`config.mk`:
```
export PLATFORM = sky130hd
export DESIGN_NAME = capture_period_tachometer
export DESIGN_NICKNAME = d
export VERILOG_FILES = /design/src/rtl/cpt_pkg.sv /design/src/rtl/cpt_chan_regs.sv /design/src/rtl/cpt_divider.sv /design/src/rtl/capture_period_tachometer.sv
export SDC_FILE = /design/constraint.sdc
export NUM_CORES = 1
export LEC_CHECK = 0
export BUFFER_PORTS_ARGS = -buffer_cell sky130_fd_sc_hd__buf_2
export CAP_MARGIN = 20
export CORE_MARGIN = 1
export CORE_UTILIZATION = 56
export DETAILED_ROUTE_END_ITERATION = 6
export PLACE_DENSITY = 0.85
export SYNTH_ARGS = -nofsm -noshare
export SYNTH_HDL_FRONTEND = slang
export SYNTH_SLANG_ARGS = --single-unit
```
`constraint.sdc`:
```
create_clock -name clk_i -period 5.1 [get_ports clk_i]
set_input_delay 0.255 -clock clk_i [delete_from_list [all_inputs] [get_ports clk_i]]
set_output_delay 0.255 -clock clk_i [all_outputs]
set_load 0.01 [all_outputs]
```
`src/rtl/cpt_pkg.sv`:
```
// Shared types and constants for the capture period tachometer.
`timescale 1ns / 1ps

package cpt_pkg;

  // Default geometry of the capture timer and channel set
  localparam int unsigned CHANNELS_DEF   = 2;
  localparam int unsigned COUNTER_W_DEF  = 16;
  localparam int unsigned OVERFLOW_W_DEF = 16;

  // Fixed field and register widths
  localparam int unsigned CAP_W      = 16;
  localparam int unsigned RATE_W     = 26;
  localparam int unsigned POLE_W     = 5;
  localparam int unsigned EDGE_W     = POLE_W + 1;  // edges per revolution, 2 * poles
  localparam int unsigned SPEED_W    = 32;
  localparam int unsigned NUM_W      = 32;          // rate * 60 always fits here
  localparam int unsigned MIN_W      = 6;
  localparam int unsigned CFG_IDX_W  = 2;
  localparam int unsigned CFG_DATA_W = 32;

  localparam logic [RATE_W-1:0] RATE_RESET     = 26'd6250000;
  localparam logic [POLE_W-1:0] POLE_RESET     = 5'd2;
  localparam logic [MIN_W-1:0]  SEC_PER_MINUTE = 6'd60;

  // Sequencer states
  typedef enum logic [1:0] {
    ST_IDLE,
    ST_SCALE,
    ST_DIVIDE,
    ST_EMIT
  } state_e;

  // Configuration register indexes
  typedef enum logic [CFG_IDX_W-1:0] {
    REG_COUNT_RATE   = 2'd0,
    REG_MAGNET_POLES = 2'd1
  } cfg_reg_e;

  // Input item kinds
  typedef enum logic {
    OP_TICK    = 1'b0,
    OP_CAPTURE = 1'b1
  } op_e;

  // Commands to the per-channel capture state
  typedef struct packed {
    logic tick;
    logic capture;
  } chan_cmd_t;

  // Divider status back to the sequencer
  typedef struct packed {
    logic busy;
    logic done;
  } div_status_t;

endpackage

```
`src/rtl/cpt_chan_regs.sv`:
```
// Per-channel last capture value and saturating overflow counters.
`timescale 1ns / 1ps

module cpt_chan_regs import cpt_pkg::*; #(
  parameter int unsigned CHANNELS       = CHANNELS_DEF,
  parameter int unsigned COUNTER_WIDTH  = COUNTER_W_DEF,
  parameter int unsigned OVERFLOW_WIDTH = OVERFLOW_W_DEF
) (
  input  logic                      clk_i,
  input  logic                      rst_ni,
  input  chan_cmd_t                 cmd_i,
  input  logic                      ch_i,
  input  logic [COUNTER_WIDTH-1:0]  cap_i,
  output logic [COUNTER_WIDTH-1:0]  last_o,
  output logic [OVERFLOW_WIDTH-1:0] ovf_o
);

  logic [COUNTER_WIDTH-1:0]  last_q [CHANNELS];
  logic [COUNTER_WIDTH-1:0]  last_d [CHANNELS];
  logic [OVERFLOW_WIDTH-1:0] ovf_q  [CHANNELS];
  logic [OVERFLOW_WIDTH-1:0] ovf_d  [CHANNELS];

  // Read port for the addressed channel
  always_comb begin
    last_o = '0;
    ovf_o  = '0;
    for (int i = 0; i < CHANNELS; i++) begin
      if (int'(ch_i) == i) begin
        last_o = last_q[i];
        ovf_o  = ovf_q[i];
      end
    end
  end

  // Tick bumps every counter up to its ceiling; a capture restarts its channel
  always_comb begin
    for (int i = 0; i < CHANNELS; i++) begin
      last_d[i] = last_q[i];
      ovf_d[i]  = ovf_q[i];
      if (cmd_i.tick && (ovf_q[i] != '1)) begin
        ovf_d[i] = ovf_q[i] + OVERFLOW_WIDTH'(1);
      end
      if (cmd_i.capture && (int'(ch_i) == i)) begin
        last_d[i] = cap_i;
        ovf_d[i]  = '0;
      end
    end
  end

  always_ff @(posedge clk_i or negedge rst_ni) begin
    if (!rst_ni) begin
      for (int i = 0; i < CHANNELS; i++) begin
        last_q[i] <= '0;
        ovf_q[i]  <= '0;
      end
    end else begin
      for (int i = 0; i < CHANNELS; i++) begin
        last_q[i] <= last_d[i];
        ovf_q[i]  <= ovf_d[i];
      end
    end
  end

endmodule

```
`src/rtl/cpt_divider.sv`:
```
// Radix-2 restoring divider, one quotient bit per cycle.
`timescale 1ns / 1ps

module cpt_divider import cpt_pkg::*; #(
  parameter int unsigned DIV_W = COUNTER_W_DEF + OVERFLOW_W_DEF + EDGE_W
) (
  input  logic               clk_i,
  input  logic               rst_ni,
  input  logic               start_i,
  input  logic [NUM_W-1:0]   numer_i,
  input  logic [DIV_W-1:0]   divisor_i,
  output div_status_t        status_o,
  output logic [NUM_W-1:0]   quotient_o
);

  localparam int unsigned CMP_W  = (DIV_W > NUM_W + 1) ? DIV_W : NUM_W + 1;
  localparam int unsigned STEP_W = $clog2(NUM_W);

  logic [NUM_W-1:0]  quo_q, quo_d;
  logic [NUM_W-1:0]  rem_q, rem_d;
  logic [DIV_W-1:0]  dvs_q, dvs_d;
  logic [STEP_W-1:0] step_q, step_d;
  logic              busy_q, busy_d;
  logic              done_q, done_d;

  logic [CMP_W-1:0]  trial;
  logic [CMP_W-1:0]  dvs_ext;
  logic [CMP_W-1:0]  diff;
  logic              fits;

  // Shared subtract and compare: next numerator bit joins the partial remainder
  assign trial   = CMP_W'({rem_q, quo_q[NUM_W-1]});
  assign dvs_ext = CMP_W'(dvs_q);
  assign diff    = trial - dvs_ext;
  assign fits    = (trial >= dvs_ext);

  always_comb begin
    quo_d  = quo_q;
    rem_d  = rem_q;
    dvs_d  = dvs_q;
    step_d = step_q;
    busy_d = busy_q;
    done_d = 1'b0;
    if (start_i) begin
      quo_d  = numer_i;
      rem_d  = '0;
      dvs_d  = divisor_i;
      step_d = '0;
      busy_d = 1'b1;
    end else if (busy_q) begin
      // partial remainder never exceeds the numerator prefix, so it fits NUM_W
      quo_d  = {quo_q[NUM_W-2:0], fits};
      rem_d  = fits ? diff[NUM_W-1:0] : trial[NUM_W-1:0];
      step_d = step_q + STEP_W'(1);
      if (step_q == STEP_W'(NUM_W - 1)) begin
        busy_d = 1'b0;
        done_d = 1'b1;
      end
    end
  end

  // Control state
  always_ff @(posedge clk_i or negedge rst_ni) begin
    if (!rst_ni) begin
      busy_q <= 1'b0;
      done_q <= 1'b0;
      step_q <= '0;
    end else begin
      busy_q <= busy_d;
      done_q <= done_d;
      step_q <= step_d;
    end
  end

  // Datapath
  always_ff @(posedge clk_i) begin
    quo_q <= quo_d;
    rem_q <= rem_d;
    dvs_q <= dvs_d;
  end

  assign status_o.busy = busy_q;
  assign status_o.done = done_q;
  assign quotient_o    = quo_q;

endmodule

```
`src/rtl/capture_period_tachometer.sv`:
```
// Top level: input capture tachometer with period measurement and rpm division.
//
//  channel   direction  handshake                    payload
//  s_axis    in         s_axis_tvalid/tready         tuser {channel, operation}, tdata capture
//  m_axis    out        m_axis_tvalid/tready         tuser speed_channel, tdata speed_rpm
//  cfg       in         cfg_valid_i/cfg_ready_o      cfg_index_i, cfg_data_i
//
// A tick leaves the sequencer idle. A capture passes, before the next input transfer, through
// the scaling state, the shared restoring divider (one quotient bit per step), the hand-over
// of the quotient, the load of the output register (after which the result is valid) and the
// idle state; a capture with no positive period skips the divider and the hand-over.
// s_axis_tready is high only while idle; a waiting result stalls only the load of the next
// one. Reset clears channel state and restores register defaults.
`timescale 1ns / 1ps

module capture_period_tachometer import cpt_pkg::*; #(
  parameter int unsigned CHANNELS       = CHANNELS_DEF,
  parameter int unsigned COUNTER_WIDTH  = COUNTER_W_DEF,
  parameter int unsigned OVERFLOW_WIDTH = OVERFLOW_W_DEF
) (
  input  logic                  clk_i,
  input  logic                  rst_ni,
  input  logic                  s_axis_tvalid,
  output logic                  s_axis_tready,
  input  logic [23:0]           s_axis_tdata,   // capture_count[15:0], direction_forward[16]
  input  logic [1:0]            s_axis_tuser,   // operation[0], channel[1]
  output logic                  m_axis_tvalid,
  input  logic                  m_axis_tready,
  output logic [SPEED_W-1:0]    m_axis_tdata,   // speed_rpm[31:0]
  output logic                  m_axis_tuser,   // speed_channel[0]
  input  logic                  cfg_valid_i,
  output logic                  cfg_ready_o,
  input  logic [CFG_IDX_W-1:0]  cfg_index_i,
  input  logic [CFG_DATA_W-1:0] cfg_data_i
);

  localparam int unsigned PER_W = OVERFLOW_WIDTH + COUNTER_WIDTH;
  localparam int unsigned DIV_W = PER_W + EDGE_W;

  state_e state_q, state_d;

  logic [RATE_W-1:0] rate_q, rate_d;
  logic [POLE_W-1:0] poles_q, poles_d;

  logic                      accept;
  logic                      ch_ok;
  chan_cmd_t                 chan_cmd;
  logic [COUNTER_WIDTH+CAP_W-1:0] cap_ext;
  logic [COUNTER_WIDTH-1:0]  cap_w;
  logic [COUNTER_WIDTH-1:0]  last_cap;
  logic [OVERFLOW_WIDTH-1:0] ovf_cnt;
  logic [PER_W-1:0]          period_c;
  logic                      period_ok_c;

  logic [PER_W-1:0]          period_q;
  logic                      period_ok_q;
  logic                      ch_q;
  logic                      dir_q;

  logic [POLE_W-1:0]         poles_eff;
  logic [EDGE_W-1:0]         edges;
  logic [DIV_W-1:0]          divisor_c;
  logic [NUM_W-1:0]          numer_c;
  logic                      div_start;
  div_status_t               div_status;
  logic [NUM_W-1:0]          quotient;
  logic [SPEED_W-1:0]        mag;
  logic [SPEED_W-1:0]        speed;
  logic                      out_load;

  logic                      m_valid_q, m_valid_d;
  logic [SPEED_W-1:0]        m_data_q;
  logic                      m_user_q;

  // Input decode
  assign accept = s_axis_tvalid && s_axis_tready;
  assign ch_ok  = (32'(s_axis_tuser[1]) < CHANNELS);
  assign chan_cmd.tick    = accept && (op_e'(s_axis_tuser[0]) == OP_TICK);
  assign chan_cmd.capture = accept && (op_e'(s_axis_tuser[0]) == OP_CAPTURE) && ch_ok;

  // Capture value resized to the counter width
  assign cap_ext = {{COUNTER_WIDTH{1'b0}}, s_axis_tdata[CAP_W-1:0]};
  assign cap_w   = cap_ext[COUNTER_WIDTH-1:0];

  cpt_chan_regs #(
    .CHANNELS      (CHANNELS),
    .COUNTER_WIDTH (COUNTER_WIDTH),
    .OVERFLOW_WIDTH(OVERFLOW_WIDTH)
  ) u_chan_regs (
    .clk_i (clk_i),
    .rst_ni(rst_ni),
    .cmd_i (chan_cmd),
    .ch_i  (s_axis_tuser[1]),
    .cap_i (cap_w),
    .last_o(last_cap),
    .ovf_o (ovf_cnt)
  );

  // Period = overflows * 2^W + capture - last; positive whenever any overflow seen
  assign period_c    = {ovf_cnt, cap_w} - {{OVERFLOW_WIDTH{1'b0}}, last_cap};
  assign period_ok_c = (ovf_cnt != '0) || (cap_w > last_cap);

  always_ff @(posedge clk_i) begin
    if (chan_cmd.capture) begin
      period_q    <= period_c;
      period_ok_q <= period_ok_c;
      ch_q        <= s_axis_tuser[1];
      dir_q       <= s_axis_tdata[CAP_W];
    end
  end

  // Scaling: numerator = rate * 60, divisor = period * 2 * poles (zero poles counts as one)
  assign poles_eff = (poles_q == '0) ? POLE_W'(1) : poles_q;
  assign edges     = {poles_eff, 1'b0};
  assign divisor_c = DIV_W'(period_q) * DIV_W'(edges);
  assign numer_c   = NUM_W'(rate_q) * NUM_W'(SEC_PER_MINUTE);

  cpt_divider #(
    .DIV_W(DIV_W)
  ) u_divider (
    .clk_i     (clk_i),
    .rst_ni    (rst_ni),
    .start_i   (div_start),
    .numer_i   (numer_c),
    .divisor_i (divisor_c),
    .status_o  (div_status),
    .quotient_o(quotient)
  );

  // Sign and zero handling
  assign mag   = period_ok_q ? SPEED_W'(quotient) : '0;
  assign speed = dir_q ? mag : (SPEED_W'(0) - mag);

  // Sequencer next state
  always_comb begin
    state_d = state_q;
    unique case (state_q)
      ST_IDLE: begin
        if (chan_cmd.capture) state_d = ST_SCALE;
      end
      ST_SCALE: begin
        state_d = period_ok_q ? ST_DIVIDE : ST_EMIT;
      end
      ST_DIVIDE: begin
        if (div_status.done) state_d = ST_EMIT;
      end
      ST_EMIT: begin
        if (!m_valid_q || m_axis_tready) state_d = ST_IDLE;
      end
      default: state_d = ST_IDLE;
    endcase
  end

  // Sequencer outputs
  always_comb begin
    s_axis_tready = 1'b0;
    div_start     = 1'b0;
    out_load      = 1'b0;
    unique case (state_q)
      ST_IDLE:   s_axis_tready = 1'b1;
      ST_SCALE:  div_start     = period_ok_q;
      ST_DIVIDE: ;
      ST_EMIT:   out_load      = !m_valid_q || m_axis_tready;
      default:   ;
    endcase
  end

  // Configuration writes
  assign cfg_ready_o = 1'b1;

  always_comb begin
    rate_d  = rate_q;
    poles_d = poles_q;
    if (cfg_valid_i) begin
      unique case (cfg_reg_e'(cfg_index_i))
        REG_COUNT_RATE:   rate_d  = cfg_data_i[RATE_W-1:0];
        REG_MAGNET_POLES: poles_d = cfg_data_i[POLE_W-1:0];
        default:          ;
      endcase
    end
  end

  // Output register
  always_comb begin
    m_valid_d = m_valid_q;
    if (out_load) begin
      m_valid_d = 1'b1;
    end else if (m_axis_tready) begin
      m_valid_d = 1'b0;
    end
  end

  always_ff @(posedge clk_i or negedge rst_ni) begin
    if (!rst_ni) begin
      state_q   <= ST_IDLE;
      rate_q    <= RATE_RESET;
      poles_q   <= POLE_RESET;
      m_valid_q <= 1'b0;
    end else begin
      state_q   <= state_d;
      rate_q    <= rate_d;
      poles_q   <= poles_d;
      m_valid_q <= m_valid_d;
    end
  end

  always_ff @(posedge clk_i) begin
    if (out_load) begin
      m_data_q <= speed;
      m_user_q <= ch_q;
    end
  end

  assign m_axis_tvalid = m_valid_q;
  assign m_axis_tdata  = m_data_q;
  assign m_axis_tuser  = m_user_q;

endmodule
```
==> results.cfg <==
[route]
first_pass_iters = 6
wl_per_cell_um = 16.7
vias_per_cell = 5.80
drc = 0
drt_iter0_drc = 1105
totalWireLength_um = 48600
ant_nets = 0
vias = 16900

[sta]
hold_viol_final = 0
finalMaxSlewViolations = 0
tns_ps = 0
worst_pin_slew_ps = 1060
setup_violations = 0
max_freq_ghz = 0.202
fin_crit_sh = 0.971
fin_hold_ws_ps = 249
relSlewSlack = 0.294
skew_ps = 25.1
rsz0062_at_grt = false
layout_min_cycle_time_ps = 4950

[global_route]
grt.overflow.total = 0
grt_max_degree = 80
antenna_found_initial = 1
track_usage = 0.250
grt_pass1_vias = 17100
grt_pass1_wl_um = 81800

[logic_synthesis]
netlist_area_mm2 = 0.0219
yosysWarnings = 0
yosys-top-cells-area = edfxtp_1, fa_1, dfrtp_1
synth_area_leader_cell = edfxtp_1
synth_top_area_frac = 0.185
ys.flop_type = edfxtp_1
netlist_instances = 2264
ys_seq_area_frac = 0.337
yosys-top-cells-count = nand2_1, inv_1, nor2_1, fa_1
synth_edf_count = 135
syn_area_per_cell_um2 = 9.67
synthArstFlopShare = 0.383
yosys.cell_types.count = 90
yosysMostFrequentCell = nand2_1
syn_nets = 2605
ys_ff_latch = 274

[die]
core_mm2 = 0.0386
die_y_um = 200
die-area_mm2 = 0.0399
fp.dieW_um = 200
pin_count = 101
floorplan.initialDensity = 0.567
std_cell_rows = 72

[power]
power_mw = 16.8
ir_drop_uv = 380
p_per_area_mw_per_mm2 = 690
p_leak_nw = 11.0

[setup_path]
cp-end-kind = flip-flop
cp_max_fo = 30
cp_slowest_cell = fa_1
start_kind = flip-flop
crit_type = flip-flop to flip-flop
worstPathRequired_ps = 5420
worst-path-buf-inv = 3
r2r_cells = 17
cpPeakStageDelay_ps = 560
arrival_ps = 5270
path_common_cell = fa_1
worst-path-stages = 17
cpLargestDelayFamily = adder cells
worstPathCellList = buf_12 -> and2_1 -> fa_1 -> fa_1 -> inv_1 -> fa_1 -> inv_1 -> ha_1 -> and3_2 -> o211ai_1 -> or3b_1 -> a211oi_2 -> o21ai_1 -> a31oi_2 -> and3_4 -> o221ai_2 -> xnor2_1
reg2reg_slack_ps = 150

[placement]
place_area_mm2 = 0.0228
portBuffers = 86
place_hpwl_um = 34600
place.gp.congestion = 0.957

[finish]
nets = 2711
drive_gt1_frac = 0.107
fin_util = 0.632
finalInstanceArea_mm2 = 0.0244
fill_cells = 2903
area_delta_synth_final_pct = 11.5

[clocking]
insertion_delay_ps = 580
numCtsBuffers = 31
cts_max_path_buffers = 3
cts_root_buffer = clkbuf_16
clkTransAtPathRegs_ps = 60
tritoncts = built
htreeDepth = 1
cts_num_sinks = 274

[run]
cap_violations = 0

[worst_hold_path]
hp-class = input port to async pin

[status]
status = complete, no violations
[final cells by class]
class                      instances  area [µm²]  share of cell area
multi-input combinational       1716       13500               0.552
timing repair buffer             157        1140              0.0469
clock buffer                      41         876              0.0359
sequential                       274        7380               0.302
inverter                         190         713              0.0292
tap                              518         648              0.0266
clock inverter                    16         165             0.00677
antenna                            1        2.50            0.000103
[cells by family after synthesis]
| kind of cell | Yosys count | synth area share |
|---|---|---|
| AO/OA/AOI/OAI | 452 | 0.134 |
| XOR/XNOR | 147 | 0.0588 |
| adder cells (fa/ha/maj) | 276 | 0.206 |
| buffers and inverters | 274 | 0.0493 |
| flip-flops | 274 | 0.337 |
| multiplexers | 104 | 0.0502 |
| other | 1 | 0.000171 |
| AND/OR/NAND/NOR | 736 | 0.165 |
[stage by stage]
stage / setup WS [ps] / std cells
after floorplan: 487 / 2264
after global placement: 280 / 2808
after detailed placement: 198 / 2808
after CTS: 191 / 2910
after global routing: 15.6 / 2913
final: 146 / 2913
[cell usage in the layout, fill, tap and decap left out, types with 8 or more instances in the layout]
cell type,netlist,routed
nand3_1,53,53
nor3_1,38,37
o21a_1,14,14
o21ai_0,116,115
o31ai_1,13,12
o21ai_1,8,9
nand2b_1,19,19
o21bai_1,16,16
nor2_1,161,160
dfrtp_1,92,90
nand2_1,214,213
a31oi_1,15,15
xor2_1,58,58
nor4_1,8,8
buf_2,8,85
nor3b_1,9,8
nand4_1,28,28
or3_1,15,15
clkbuf_16,0,33
inv_1,189,189
a32oi_1,10,10
ha_1,135,135
o211ai_1,10,10
a211oi_1,16,16
mux2i_1,58,58
xnor2_1,89,89
buf_4,2,22
edfxtp_1,135,135
a21o_1,44,44
and3_1,20,19
clkinv_2,0,8
mux2_2,46,46
dfxtp_1,34,34
and2_1,130,130
nor2b_1,24,24
fa_1,141,141
dlygate4sd3_1,0,45
a21oi_1,126,126
dfstp_2,13,13
[what timing repair did]
action,4_1_cts,5_1_grt
setup buffers,0,0
gates resized for setup,0,6
endpoints found under the hold margin,100,0
hold buffers,45,0
setup endpoints to repair,0,4
[path summary, 6_finish.rpt]
path	from	endpoint
min in group clk_i	cfg_valid_i	poles_q[1]
min reg2reg	ch_q	m_axis_tuser
min	rst_ni	u_chan_regs.ovf_q[31]
max in group asynchronous	rst_ni	u_chan_regs.last_q[21]
max	poles_q[3]	u_divider.dvs_ext[34]
max reg2reg	poles_q[3]	u_divider.dvs_ext[34]
[report_power, final]
group          switching (mW)  total [mW]  internal [mW]
Clock                   0.913        2.27           1.36
Combinational            6.03        10.5           4.46
Sequential              0.600        4.08           3.48
[registers in the layout, indices dropped and copies added (netlist names)]
name                  count
ch_q                      1
dir_q                     1
m_axis_tdata             32
m_axis_tuser              1
m_axis_tvalid             1
period_ok_q               1
period_q                 32
poles_q                   5
rate_q                   26
state_q                   2
u_chan_regs.last_q       32
u_chan_regs.ovf_q        32
u_divider.busy_q          1
u_divider.done_q          1
u_divider.dvs_ext        37
u_divider.quotient_o     32
u_divider.rem_q          32
u_divider.step_q          5
[layer usage]
layer	part of all wire	up-vias	GRT usage	wire (µm)
li1	-	8032	-	-
met1	0.41	8190	0.311	20100
met2	0.50	540	0.435	24200
met3	0.052	136	0.0388	2550
met4	0.035	0	0.105	1690
met5	0	-	0	0
No activity file was read; power rests on OpenSTA's default activity.
